**src/rtl/cle_pkg.sv**
```systemverilog
`default_nettype none

package cle_pkg;

  // Byte codes with a meaning of their own, received or echoed
  localparam logic [7:0] BYTE_CR   = 8'h0D;
  localparam logic [7:0] BYTE_LF   = 8'h0A;
  localparam logic [7:0] BYTE_DEL  = 8'h7F;
  localparam logic [7:0] BYTE_BS   = 8'h08;
  localparam logic [7:0] BYTE_ETX  = 8'h03;
  localparam logic [7:0] BYTE_ESC  = 8'h1B;
  localparam logic [7:0] BYTE_EOT  = 8'h04;
  localparam logic [7:0] BYTE_SP   = 8'h20;
  localparam logic [7:0] BYTE_LBR  = 8'h5B;
  localparam logic [7:0] BYTE_CUB  = 8'h44;

  localparam logic CMD_RX   = 1'b0;
  localparam logic CMD_READ = 1'b1;

  // What an accepted word turns into on the result side
  typedef enum logic [2:0] {
    K_NONE   = 3'd0,
    K_READ   = 3'd1,
    K_CHAR   = 3'd2,
    K_EOL    = 3'd3,
    K_DEL    = 3'd4,
    K_BS     = 3'd5,
    K_CANCEL = 3'd6
  } kind_t;

  typedef struct packed {
    kind_t      kind;
    logic [7:0] rx_byte;
    logic [7:0] len;
    logic       closed;
    logic       rd_hit;
  } desc_t;

  function automatic logic [2:0] n_results_f(kind_t kind);
    logic [2:0] n;
    case (kind)
      K_DEL:   n = 3'd7;
      K_BS:    n = 3'd4;
      K_EOL:   n = 3'd2;
      default: n = 3'd1;
    endcase
    return n;
  endfunction

  function automatic logic [7:0] echo_byte_f(kind_t kind, logic [7:0] rx, logic [2:0] step);
    logic [7:0] b;
    b = 8'h00;
    case (kind)
      K_CHAR:   b = rx;
      K_EOL:    b = (step == 3'd0) ? rx : BYTE_LF;
      K_CANCEL: b = BYTE_LF;
      K_DEL: begin
        case (step)
          3'd0, 3'd4: b = BYTE_ESC;
          3'd1, 3'd5: b = BYTE_LBR;
          3'd2, 3'd6: b = BYTE_CUB;
          default:    b = BYTE_SP;
        endcase
      end
      K_BS: begin
        case (step)
          3'd0:    b = BYTE_SP;
          3'd1:    b = BYTE_ESC;
          3'd2:    b = BYTE_LBR;
          default: b = BYTE_CUB;
        endcase
      end
      default: b = 8'h00;
    endcase
    return b;
  endfunction

endpackage

`default_nettype wire

```
**src/rtl/cle_if.sv**
```systemverilog
`default_nettype none

interface cle_in_if;
  logic       valid;
  logic       ready;
  logic       cmd;
  logic [7:0] rx_byte;
  logic [6:0] read_index;

  modport source (output valid, cmd, rx_byte, read_index, input ready);
  modport sink   (input valid, cmd, rx_byte, read_index, output ready);
endinterface

interface cle_out_if;
  logic       valid;
  logic       ready;
  logic       echo_valid;
  logic [7:0] echo_byte;
  logic [7:0] read_data;
  logic       line_done;
  logic       line_cancelled;
  logic [7:0] line_length;
  logic       last;

  modport source (output valid, echo_valid, echo_byte, read_data, line_done,
                  line_cancelled, line_length, last, input ready);
  modport sink   (input valid, echo_valid, echo_byte, read_data, line_done,
                  line_cancelled, line_length, last, output ready);
endinterface

`default_nettype wire

```
**src/rtl/console_line_editor.sv**
```systemverilog
// Channel  Dir  Contents
// in_ch    in   cmd, rx_byte, read_index
// out_ch   out  echo_valid, echo_byte, read_data, line_done, line_cancelled,
//               line_length, last
//
// Each input word yields 1 to 7 result words, one per cycle, set by the echo
// sequencer's step counter (7 for delete, 4 for backspace, 2 for CR/LF, else 1).
// The next word is taken in the cycle the previous one's last result enters the
// output register, so single-result words flow at one per cycle.
// rst_n is synchronous, active low; it clears the line count and flags, the
// line memory is left as is. A stall on out_ch holds the output register and
// the sequencer, which in turn drops in_ch.ready.
`default_nettype none

module console_line_editor
  import cle_pkg::*;
#(
  parameter int LINE_CAPACITY = 128
) (
  input  wire logic clk,
  input  wire logic rst_n,
  cle_in_if.sink    in_ch,
  cle_out_if.source out_ch
);

  localparam int CW = $clog2(LINE_CAPACITY + 1);
  localparam int AW = (LINE_CAPACITY > 1) ? $clog2(LINE_CAPACITY) : 1;
  localparam int IW = (CW > 7) ? CW : 7;

  logic [CW-1:0] char_count_r, char_count_nxt;
  logic          line_closed_r, line_closed_nxt;

  logic          seq_free, accept;
  desc_t         desc;
  logic          mem_we, mem_re;
  logic [7:0]    mem_q;
  logic [CW-1:0] cnt_eff;
  logic [IW-1:0] idx_ext, cnt_ext;

  assign in_ch.ready = seq_free;
  assign accept      = in_ch.valid && seq_free;

  // A closed line is emptied by the next received byte before it is handled
  assign cnt_eff = line_closed_r ? '0 : char_count_r;
  assign idx_ext = IW'(in_ch.read_index);
  assign cnt_ext = IW'(char_count_r);

  always_comb begin
    char_count_nxt  = char_count_r;
    line_closed_nxt = line_closed_r;
    mem_we          = 1'b0;
    mem_re          = 1'b0;
    desc.kind       = K_NONE;
    desc.rx_byte    = in_ch.rx_byte;
    desc.closed     = line_closed_r;
    desc.rd_hit     = (idx_ext < cnt_ext);
    if (in_ch.cmd == CMD_READ) begin
      desc.kind = K_READ;
      mem_re    = accept;
    end else begin
      char_count_nxt  = cnt_eff;
      line_closed_nxt = 1'b0;
      case (in_ch.rx_byte)
        BYTE_CR, BYTE_LF: begin
          desc.kind       = K_EOL;
          line_closed_nxt = 1'b1;
        end
        BYTE_DEL, BYTE_BS: begin
          if (cnt_eff != '0) begin
            desc.kind      = (in_ch.rx_byte == BYTE_DEL) ? K_DEL : K_BS;
            char_count_nxt = cnt_eff - CW'(1);
          end
        end
        BYTE_EOT, BYTE_ETX, BYTE_ESC: begin
          // Ctrl-D cancels only an empty line
          if (in_ch.rx_byte != BYTE_EOT || cnt_eff == '0) begin
            desc.kind       = K_CANCEL;
            char_count_nxt  = '0;
            line_closed_nxt = 1'b1;
          end
        end
        default: begin
          if (cnt_eff < CW'(LINE_CAPACITY)) begin
            desc.kind      = K_CHAR;
            char_count_nxt = cnt_eff + CW'(1);
            mem_we         = accept;
          end
        end
      endcase
    end
    desc.len = 8'(char_count_nxt);
  end

  always_ff @(posedge clk) begin
    if (!rst_n) begin
      char_count_r  <= '0;
      line_closed_r <= 1'b0;
    end else if (accept) begin
      char_count_r  <= char_count_nxt;
      line_closed_r <= line_closed_nxt;
    end
  end

  cle_line_mem #(
    .DEPTH (LINE_CAPACITY),
    .AW    (AW)
  ) u_mem (
    .clk   (clk),
    .we    (mem_we),
    .waddr (cnt_eff[AW-1:0]),
    .wdata (in_ch.rx_byte),
    .re    (mem_re),
    .raddr (idx_ext[AW-1:0]),
    .rdata (mem_q)
  );

  cle_echo_seq u_seq (
    .clk     (clk),
    .rst_n   (rst_n),
    .load    (accept),
    .desc_in (desc),
    .mem_q   (mem_q),
    .free    (seq_free),
    .out_ch  (out_ch)
  );

endmodule

`default_nettype wire

```
**src/rtl/cle_line_mem.sv**
```systemverilog
`default_nettype none

module cle_line_mem #(
  parameter int DEPTH = 128,
  parameter int AW    = 7
) (
  input  wire logic          clk,
  input  wire logic          we,
  input  wire logic [AW-1:0] waddr,
  input  wire logic [7:0]    wdata,
  input  wire logic          re,
  input  wire logic [AW-1:0] raddr,
  output logic      [7:0]    rdata
);

  logic [7:0] mem [DEPTH];

  always_ff @(posedge clk) begin
    if (we) begin
      mem[waddr] <= wdata;
    end
    if (re) begin
      rdata <= mem[raddr];
    end
  end

endmodule

`default_nettype wire

```
**src/rtl/cle_echo_seq.sv**
```systemverilog
`default_nettype none

module cle_echo_seq
  import cle_pkg::*;
(
  input  wire logic       clk,
  input  wire logic       rst_n,
  input  wire logic       load,
  input  wire desc_t      desc_in,
  input  wire logic [7:0] mem_q,
  output logic            free,
  cle_out_if.source       out_ch
);

  desc_t      desc_r;
  logic       desc_valid_r, desc_valid_nxt;
  logic [2:0] step_r, step_nxt;

  logic       out_valid_r, out_valid_nxt;
  logic       echo_valid_r, done_r, cancel_r, last_r;
  logic [7:0] echo_byte_r, read_data_r, len_r;

  logic issue, last_step;

  assign last_step = (step_r == n_results_f(desc_r.kind) - 3'd1);
  assign issue     = desc_valid_r && (!out_valid_r || out_ch.ready);
  assign free      = !desc_valid_r || (issue && last_step);

  always_comb begin
    desc_valid_nxt = desc_valid_r;
    step_nxt       = step_r;
    out_valid_nxt  = out_valid_r && !out_ch.ready;
    if (issue) begin
      out_valid_nxt = 1'b1;
      step_nxt      = last_step ? 3'd0 : step_r + 3'd1;
      if (last_step) begin
        desc_valid_nxt = 1'b0;
      end
    end
    if (load) begin
      desc_valid_nxt = 1'b1;
      step_nxt       = 3'd0;
    end
  end

  always_ff @(posedge clk) begin
    if (!rst_n) begin
      desc_valid_r <= 1'b0;
      step_r       <= 3'd0;
      out_valid_r  <= 1'b0;
    end else begin
      desc_valid_r <= desc_valid_nxt;
      step_r       <= step_nxt;
      out_valid_r  <= out_valid_nxt;
    end
  end

  // Payload: hold the descriptor, build one result word per issue
  always_ff @(posedge clk) begin
    if (load) begin
      desc_r <= desc_in;
    end
    if (issue) begin
      echo_valid_r <= (desc_r.kind != K_NONE) && (desc_r.kind != K_READ);
      echo_byte_r  <= echo_byte_f(desc_r.kind, desc_r.rx_byte, step_r);
      read_data_r  <= (desc_r.kind == K_READ && desc_r.rd_hit) ? mem_q : 8'h00;
      done_r       <= (desc_r.kind == K_READ) ? desc_r.closed :
                      (last_step && (desc_r.kind == K_EOL || desc_r.kind == K_CANCEL));
      cancel_r     <= (desc_r.kind == K_CANCEL);
      len_r        <= desc_r.len;
      last_r       <= last_step;
    end
  end

  assign out_ch.valid          = out_valid_r;
  assign out_ch.echo_valid     = echo_valid_r;
  assign out_ch.echo_byte      = echo_byte_r;
  assign out_ch.read_data      = read_data_r;
  assign out_ch.line_done      = done_r;
  assign out_ch.line_cancelled = cancel_r;
  assign out_ch.line_length    = len_r;
  assign out_ch.last           = last_r;

endmodule

`default_nettype wire
```
**src/flat_wrapper.sv**
```systemverilog
// flat-port wrapper written by rule: the top's interface ports become plain ports
module console_line_editor_flat import cle_pkg::*;
#(
  parameter int LINE_CAPACITY = 128
)
  (clk, rst_n, in_ch_valid, in_ch_cmd, in_ch_rx_byte, in_ch_read_index, in_ch_ready, out_ch_valid, out_ch_echo_valid, out_ch_echo_byte, out_ch_read_data, out_ch_line_done, out_ch_line_cancelled, out_ch_line_length, out_ch_last, out_ch_ready);
  cle_in_if in_ch_i ();
  cle_out_if out_ch_i ();
  input  wire logic clk;
  input  wire logic rst_n;
  input wire logic [$bits(in_ch_i.valid)-1:0] in_ch_valid;
  input wire logic [$bits(in_ch_i.cmd)-1:0] in_ch_cmd;
  input wire logic [$bits(in_ch_i.rx_byte)-1:0] in_ch_rx_byte;
  input wire logic [$bits(in_ch_i.read_index)-1:0] in_ch_read_index;
  output wire logic [$bits(in_ch_i.ready)-1:0] in_ch_ready;
  output wire logic [$bits(out_ch_i.valid)-1:0] out_ch_valid;
  output wire logic [$bits(out_ch_i.echo_valid)-1:0] out_ch_echo_valid;
  output wire logic [$bits(out_ch_i.echo_byte)-1:0] out_ch_echo_byte;
  output wire logic [$bits(out_ch_i.read_data)-1:0] out_ch_read_data;
  output wire logic [$bits(out_ch_i.line_done)-1:0] out_ch_line_done;
  output wire logic [$bits(out_ch_i.line_cancelled)-1:0] out_ch_line_cancelled;
  output wire logic [$bits(out_ch_i.line_length)-1:0] out_ch_line_length;
  output wire logic [$bits(out_ch_i.last)-1:0] out_ch_last;
  input wire logic [$bits(out_ch_i.ready)-1:0] out_ch_ready;
  assign in_ch_i.valid = in_ch_valid;
  assign in_ch_i.cmd = in_ch_cmd;
  assign in_ch_i.rx_byte = in_ch_rx_byte;
  assign in_ch_i.read_index = in_ch_read_index;
  assign in_ch_ready = in_ch_i.ready;
  assign out_ch_valid = out_ch_i.valid;
  assign out_ch_echo_valid = out_ch_i.echo_valid;
  assign out_ch_echo_byte = out_ch_i.echo_byte;
  assign out_ch_read_data = out_ch_i.read_data;
  assign out_ch_line_done = out_ch_i.line_done;
  assign out_ch_line_cancelled = out_ch_i.line_cancelled;
  assign out_ch_line_length = out_ch_i.line_length;
  assign out_ch_last = out_ch_i.last;
  assign out_ch_i.ready = out_ch_ready;
  console_line_editor #(.LINE_CAPACITY(LINE_CAPACITY)) u_core (.clk(clk), .rst_n(rst_n), .in_ch(in_ch_i), .out_ch(out_ch_i));
endmodule
```
**config.mk**
```make
export PLATFORM = sky130hd
export DESIGN_NAME = console_line_editor_flat
export DESIGN_NICKNAME = d
export VERILOG_FILES = /design/src/rtl/cle_pkg.sv /design/src/rtl/cle_if.sv /design/src/rtl/console_line_editor.sv /design/src/rtl/cle_line_mem.sv /design/src/rtl/cle_echo_seq.sv /design/src/flat_wrapper.sv
export SDC_FILE = /design/constraint.sdc
export NUM_CORES = 1
export LEC_CHECK = 0
export BUFFER_PORTS_ARGS = -buffer_cell sky130_fd_sc_hd__buf_2
export CORE_ASPECT_RATIO = 0.75
export CORE_MARGIN = 2
export CORE_UTILIZATION = 44
export CTS_BUF_LIST = sky130_fd_sc_hd__clkbuf_4 sky130_fd_sc_hd__clkbuf_8 sky130_fd_sc_hd__clkbuf_16
export DETAILED_ROUTE_END_ITERATION = 6
export PLACE_DENSITY = 0.57
export SLEW_MARGIN = 20
export SYNTH_ARGS = -nofsm -noshare
export SYNTH_HDL_FRONTEND = slang
export SYNTH_HIERARCHICAL = 1
export SYNTH_SLANG_ARGS = --single-unit
```
**constraint.sdc**
```tcl
create_clock -name clk -period 6.3 [get_ports clk]
set_clock_uncertainty 0.15 [all_clocks]
set_input_delay 0.945 -clock clk [delete_from_list [all_inputs] [get_ports clk]]
set_output_delay 0.945 -clock clk [all_outputs]
set_load 0.02 [all_outputs]
```
# ---- Word level (Yosys, flattened, before mapping)
# Memory sizes are Yosys's and may differ from the RTL's. A register that Yosys moved wholly into a read port is not among the register bits.
# Index checks and enable logic that the tools add are counted.
dict set report classes {
  n_addsub 4
  magnitude_cmp 2
  n_eq_ne 21
  n_mux 30
  bitwise 2
  reduce_logical 30
}
# operator n
set ops {}
lappend ops {{$mux W8} 6}
lappend ops {{$pmux W7 S3} 2}
lappend ops {{$pmux W8 S5} 1}
lappend ops {{$eq A8 B4 Y1 const B} 3}
lappend ops {{$pmux W8 S3} 1}
lappend ops {{$eq A3 B3 Y1 const B} 6}
lappend ops {{$pmux W3 S3} 2}
lappend ops {{$mux W1} 13}
lappend ops {{$reduce_or A2 Y1} 6}
lappend ops {{$eq A3 B2 Y1 const B} 3}
lappend ops {{$mux W3} 3}
lappend ops {{$add A8 B1 Y8 const B} 1}
lappend ops {{$eq A8 B2 Y1 const B} 1}
lappend ops {{$eq A8 B3 Y1 const B} 1}
lappend ops {{$eq A8 B5 Y1 const B} 1}
lappend ops {{$eq A8 B7 Y1 const B} 1}
lappend ops {{$logic_not A8 Y1} 1}
lappend ops {{$lt A7 B8 Y1} 1}
lappend ops {{$lt A8 B8 Y1 const B} 1}
lappend ops {{$ne A8 B3 Y1 const B} 1}
lappend ops {{$reduce_bool A8 Y1} 1}
lappend ops {{$sub A8 B1 Y8 const B} 1}
lappend ops {{$logic_and A1 B1 Y1} 7}
lappend ops {{$reduce_or A7 Y1} 1}
lappend ops {{other kinds (15)} 24}
dict set report totals {
  reg_bits 63
  ramBits 1024
  out_inout_bits 30
  elab_cells 107
  n_memories 1
}
# memory depth word_bits read_ports rd_clocked_by_memory_dff wr line_no
set mem_list {}
lappend mem_list {u_core.u_mem.mem 128 8 1 1 1 cle_line_mem.sv:16} ;# logic [7:0] mem [DEPTH];

# ---- Longest topological paths before layout
dict set report logic_depth {
  depth_word 12
  depth_mapped 17
  mapped_depth_nobuf 13
}

# ---- Hierarchy
# The synthesis kept the hierarchy.
# mod instances cells_per_inst area_each_um2 seq_area_each_um2
set modules_own_cells {}
lappend modules_own_cells {cle_line_mem 1 1635 39745.6 30989.7}
lappend modules_own_cells {cle_echo_seq 1 150 2184.6 1571.5}
lappend modules_own_cells {console_line_editor 1 197 1390.1 180.2}

# ---- Least setup slack after synthesis
# Ideal clock, no wire load.
dict set report synth_path {
  kind {reg-to-reg}
  startpoint {reg u_core/u_seq/desc_r[19] in the netlist's numbering}
  endpoint {mem u_core.u_mem.mem[110][0], enable pin}
  setup_ps 371
  arrival_time_ps 3933
  required_time_ps 5779
  slack_ps 1846
  stages_incl_launch_ff 17
  synth_period_minus_slack_ps 4454
  path_cell_list {edfxtp_1 -> clkbuf_1 -> nand2b_1 -> a21boi_0 -> ha_1 -> xnor2_1 -> mux2_4 -> a221oi_4 -> a21oi_1 -> inv_1 -> nand2_1 -> nor4_1 -> clkbuf_1 -> nor2b_1 -> nand3_1 -> clkbuf_1 -> nor2_1}
}
dict set report synth_via {
  elab_chain_cells 12
}
# element line_no
set synth_rtl {}
lappend synth_rtl {{start, declared} cle_echo_seq.sv:15} ;# desc_t desc_r;
lappend synth_rtl {{start signal, assigned} cle_echo_seq.sv:61} ;# desc_r <= desc_in;
lappend synth_rtl {{$eq A3 B2 Y1 or $eq A3 B3 Y1 (tied branches)} cle_pkg.sv:41} ;# case (kind)
lappend synth_rtl {{$pmux W3 S3 (*)} cle_pkg.sv:41}
lappend synth_rtl {{$sub A3 B1 Y3 (*)} cle_echo_seq.sv:25} ;# assign last_step = (step_r == n_results_f(desc_r.kind) - 3'd1);
lappend synth_rtl {{$eq A3 B3 Y1 (*)} cle_echo_seq.sv:25}
lappend synth_rtl {{net u_core.u_seq.last_step} cle_echo_seq.sv:23} ;# logic issue, last_step;
lappend synth_rtl {{$logic_and A1 B1 Y1 (*)} cle_echo_seq.sv:27} ;# assign free = !desc_valid_r || (issue && last_step);
lappend synth_rtl {{$logic_or A1 B1 Y1 (*)} cle_echo_seq.sv:27}
lappend synth_rtl {{net in_ch_ready} flat_wrapper.sv:15} ;# output wire logic [$bits(in_ch_i.ready)-1:0] in_ch_ready;
lappend synth_rtl {{$logic_and A1 B1 Y1 (*)} console_line_editor.sv:41} ;# assign accept = in_ch.valid && seq_free;
lappend synth_rtl {{$mux W1 (*)} console_line_editor.sv:83} ;# if (cnt_eff < CW'(LINE_CAPACITY)) begin
lappend synth_rtl {{$mux W1 (*)} console_line_editor.sv:63} ;# case (in_ch.rx_byte)
lappend synth_rtl {{$mux W1 (*)} console_line_editor.sv:57} ;# if (in_ch.cmd == CMD_READ) begin
lappend synth_rtl {{net u_core.mem_we} console_line_editor.sv:35} ;# logic mem_we, mem_re;
lappend synth_rtl {{$mux W1 (*)} cle_line_mem.sv:19} ;# if (we) begin
lappend synth_rtl {{$mux W1 (implied by the code) (*)} cle_line_mem.sv:20} ;# mem[waddr] <= wdata;
lappend synth_rtl {{end, declared} cle_line_mem.sv:16}
# The timed path passes the listed nets; every way through them passes the cells marked *.

# ---- Worst setup path after layout
dict set report layout_path {
  startpoint {reg u_core/u_seq/desc_r[18] in the netlist's numbering}
  endpoint {mem u_core.u_mem.mem[2][7], enable pin}
}
dict set report layout_via {
  elab_chain_cells 12
}
# element line_no
set layout_rtl {}
lappend layout_rtl {{$eq A3 B2 Y1 or $eq A3 B3 Y1 (tied branches)} cle_pkg.sv:41}
lappend layout_rtl {{$pmux W3 S3 (*)} cle_pkg.sv:41}
lappend layout_rtl {{$sub A3 B1 Y3 (*)} cle_echo_seq.sv:25}
lappend layout_rtl {{$eq A3 B3 Y1 (*)} cle_echo_seq.sv:25}
lappend layout_rtl {{net u_core.u_seq.last_step} cle_echo_seq.sv:23}
lappend layout_rtl {{$logic_and A1 B1 Y1 (*)} cle_echo_seq.sv:27}
lappend layout_rtl {{$logic_or A1 B1 Y1 (*)} cle_echo_seq.sv:27}
lappend layout_rtl {{$logic_and A1 B1 Y1 (*)} console_line_editor.sv:41}
lappend layout_rtl {{$mux W1 (*)} console_line_editor.sv:83}
lappend layout_rtl {{$mux W1 (*)} console_line_editor.sv:63}
lappend layout_rtl {{$mux W1 (*)} console_line_editor.sv:57}
lappend layout_rtl {{net u_core.mem_we} console_line_editor.sv:35}
lappend layout_rtl {{$mux W1 (*)} cle_line_mem.sv:19}
lappend layout_rtl {{$mux W1 (implied by the code) (*)} cle_line_mem.sv:20}
# Marks and branches as above.

==> flow_metrics.env <==
export IMPL_grt_max_degree=91
export IMPL_synthTopCellsByArea="edfxtp_1 75%, mux4_2 17%, nor2_1 1.3%"
export IMPL_multi_input_comb_area_um2=10000
export IMPL_numPortBuffers=49
export IMPL_numCtsBuffers=103
export IMPL_ys_warn_count=6
export IMPL_clkTransAtPathRegs_ns=0.06
export IMPL_final_cell_count_no_fill=3513
export IMPL_drt_pass1_iterations=5
export IMPL_crit_fanout=19
export IMPL_ys_seq_area_share_pct=75.6
export IMPL_netlist_area_um2=43300
export IMPL_path_class="reg -> reg"
export IMPL_max_freq_mhz=186
export IMPL_period_minus_slack_ns=5.38
export IMPL_fin_util_pct=50.3
export IMPL_irDropWorstVdd_v=0.000272
export IMPL_synth_main_ff_cell="edfxtp_1"
export IMPL_grt_pass1_vias=20836
export IMPL_fin_crit_sh_pct=85.3
export IMPL_top_layer_used="met5"
export IMPL_vias_per_cell=5.94
export IMPL_setup_viol=0
export IMPL_synth_area_leader_cell="edfxtp_1"
export IMPL_num_rows=99
export IMPL_cts_max_path_buffers=3
export IMPL_finalHoldViolCount=0
export IMPL_synth_cell_types=69
export IMPL_cts_root_buf="clkbuf_16"
export IMPL_fp_dieH_um=276
export IMPL_ys_async_sr_fraction_pct=0
export IMPL_gr_total_overflow=0
export IMPL_crit_cells=15
export IMPL_die_area_um2=101000
export IMPL_cp_start_kind="flop"
export IMPL_max_stage_delay_ns=0.65
export IMPL_critPathBufInv=3
export IMPL_crit_required_ns=6.46
export IMPL_reg2reg_from="u_core/u_seq/desc_r[18]"
export IMPL_synth_common_cells="1,081 x edfxtp_1, 336 x mux4_2, 148 x nor2_1, 51 x clkbuf_1, 46 x nand2_1"
export IMPL_r2r_setup_slack_ns=0.92
export IMPL_tns_ns=0
export IMPL_power_frac_clock_pct=41.3
export IMPL_finalWirelength_um=106000
export IMPL_rr_endpoint="u_core/u_mem/mem[2][7]"
export IMPL_crit_end="u_core/u_mem/mem[2][7]"
export IMPL_clk_latency_ns=0.69
export IMPL_synth_most_common_cell="edfxtp_1"
export IMPL_final_antenna_net_count=0
export IMPL_cap_violations=0
export IMPL_crit_family="simple AND/OR/NAND/NOR gates"
export IMPL_worstPathCellList="and3b_1 -> a21oi_1 -> ha_1 -> xnor2_1 -> mux2_4 -> a221oi_4 -> a21oi_1 -> inv_1 -> nand2_1 -> nor4_2 -> buf_4 -> nor2b_1 -> nand2_1 -> buf_4 -> nor2_1"
export IMPL_postCtsSetupRepairBufs=0
export IMPL_stdcell_area_um2=49000
export IMPL_crit_start="u_core/u_seq/desc_r[18]"
export IMPL_swShare_pct=21.0
export IMPL_status="completed"
export IMPL_fill_cells=7780
export IMPL_power_frac_comb_pct=5.8
export IMPL_synth_fp_nets=2016
export IMPL_cts_repair_resized=0
export IMPL_hpwl_um=66600
export IMPL_clock_sinks=1095
export IMPL_drc=0
export IMPL_finalNetCount=2151
export IMPL_relSlewSlack_pct=22.2
export IMPL_intPower_mw=12.1
export IMPL_drive_gt1_share_pct=30.4
export IMPL_synth_enable_flop_cells=1081
export IMPL_fp_dieW_um=366
export IMPL_htreeDepth=3
export IMPL_dr_wl_met3_um=10800
export IMPL_seqPwrFrac_pct=52.9
export IMPL_syn_area_per_cell_um2=21.9
export IMPL_cts_tree="yes"
export IMPL_track_usage_pct=21.3
export IMPL_gp_congestion=0.879
export IMPL_synth_top_cell_area_share_pct=74.9
export IMPL_drt_wirelength_per_cell_um=30.2
export IMPL_grt_pass1_wl_um=153000
export IMPL_start_util_pct=44.5
export IMPL_hold_path_class="reg -> reg"
export IMPL_power_density_nw_per_um2=312
export IMPL_routed_wl_met2_um=47300
export IMPL_seqCellArea_um2=32700
export IMPL_drtIter0Drc=2655
export IMPL_yosys_register_bits=1095
export IMPL_antenna_found_initial=12
export IMPL_arrival_ns=5.54
export IMPL_syn_to_final_growth_pct=13.0
export IMPL_cpMaxStageDelayCell="edfxtp_1"
export IMPL_power_leakage_nw=15.2
export IMPL_reg2regPathDepth=15
export IMPL_worst_slew_pin_transition_ns=1.16
export IMPL_drt_met1_wl_um=46100
export IMPL_dr_total_vias=20852
export IMPL_report_final_slew_viol_count=0
export IMPL_dp_cells=3325
export IMPL_core_area_um2=97400
export IMPL_p_sw_mw=3.21
export IMPL_ios=50
export IMPL_netlist_instances=1982
export IMPL_endpoint_kind="flop"
export IMPL_hold_buffers=0
export IMPL_place_area_um2=45500
export IMPL_rsz0062_at_grt="false"
through the flow:
stage          power (mW)  hold WS [ns]  setup slack [ns]
2_1_floorplan        8.73         0.250              1.85
3_3_place_gp         9.12         0.254              1.06
3_5_place_dp         9.13         0.256             0.937
4_1_cts              15.4         0.266             0.984
5_1_grt              15.7         0.277             0.516
6_report             15.3         0.271             0.923
worst min path at each step:
stage / startpoint / slack [ns] / depth (start not counted) / to
floorplan: u_core/u_seq/desc_r[2] / 0.25 / 0 / u_core/u_seq/out_ch.line_length[0]
finish: u_core/u_seq/desc_r[2] / 0.27 / 0 / u_core/u_seq/out_ch.line_length[0]
CTS: u_core/u_seq/desc_r[2] / 0.27 / 0 / u_core/u_seq/out_ch.line_length[0]
detailed placement: u_core/u_seq/desc_r[2] / 0.26 / 0 / u_core/u_seq/out_ch.line_length[0]
global route: u_core/u_seq/desc_r[2] / 0.28 / 0 / u_core/u_seq/out_ch.line_length[0]
global placement: u_core/u_seq/desc_r[3] / 0.25 / 0 / u_core/u_seq/out_ch.line_length[1]
area by class of cell:
cell class                      count  share of cell area [%]
Tap cell                         1313                    3.36
Clock buffer                      126                    5.69
Antenna cell                        3                  0.0153
Clock inverter                     59                    1.30
Sequential cell                  1095                    66.9
Multi-Input combinational cell    763                    20.5
Timing Repair Buffer              134                    2.12
Inverter                           20                   0.153
cell usage in the layout (no fill, tap or decap), types with 8 or more instances in the layout:
master / synthesis / layout
mux4_2: 336 / 336
buf_2: 19 / 38
nand2_1: 46 / 46
and2_1: 12 / 12
nor2_1: 148 / 147
buf_12: 0 / 9
o21ai_0: 20 / 20
clkbuf_4: 0 / 21
dfxtp_1: 14 / 14
nand4_1: 10 / 10
buf_4: 12 / 85
clkinv_1: 1 / 19
nor3_1: 20 / 20
inv_1: 19 / 19
bufinv_16: 0 / 13
ha_1: 14 / 14
clkinv_2: 0 / 19
a21oi_1: 18 / 18
nor2b_1: 13 / 13
mux2_2: 9 / 9
nand2b_1: 10 / 10
clkbuf_16: 0 / 105
nor4_1: 9 / 8
edfxtp_1: 1081 / 1081
nand3_1: 15 / 15
routing by layer:
metal / global-route usage, % / vias to the layer above
li1: - / 8611
met1: 31.2 / 11185
met2: 31.3 / 927
met3: 7.15 / 127
met4: 4.45 / 2
met5: 0 / -
state kept, by name, summed over array words and instances, names as in the netlist:
name and cells:
u_core/char_count_r 8, u_core/line_closed_r 1, u_core/u_mem/mem 1024, u_core/u_mem/rdata 8, u_core/u_seq/desc_r 21, u_core/u_seq/desc_valid_r 1, u_core/u_seq/out_ch.echo_byte 8, u_core/u_seq/out_ch.echo_valid 1
u_core/u_seq/out_ch.last 1, u_core/u_seq/out_ch.line_cancelled 1, u_core/u_seq/out_ch.line_done 1, u_core/u_seq/out_ch.line_length 8, u_core/u_seq/out_ch.read_data 8, u_core/u_seq/out_ch.valid 1, u_core/u_seq/step_r 3
power groups by stage:
stage	Clock, mW	Sequential (mW)	Combinational (mW)
3_5_place_dp	0	8.24	0.896
2_1_floorplan	0	8.24	0.484
5_1_grt	6.72	8.08	0.949
6_report	6.30	8.08	0.889
3_3_place_gp	0	8.23	0.887
4_1_cts	6.43	8.08	0.897
worst reg2reg max path: cells and delay by family, from the launching register on:
family,cells,cell delay [ns]
compound gates,3,0.53
simple gates,6,2.02
fa+ha+maj,1,0.21
flops,1,0.65
xor+xnor,1,0.34
buf+inv,3,0.73
mux,1,0.37
cell families (layout without fill, tap and decap cells):
group           Yosys count  after routing  synth area share, %
fa+ha+maj                14             14                0.404
flops                  1095           1095                 75.6
xor+xnor                  9              9                0.182
other cells               0              3                    0
mux                     348            348                 17.8
compound gates           88             88                 1.44
simple gates            304            304                 3.32
buf+inv                 124            339                 1.29
No activity file was read; power rests on OpenSTA's default activity.
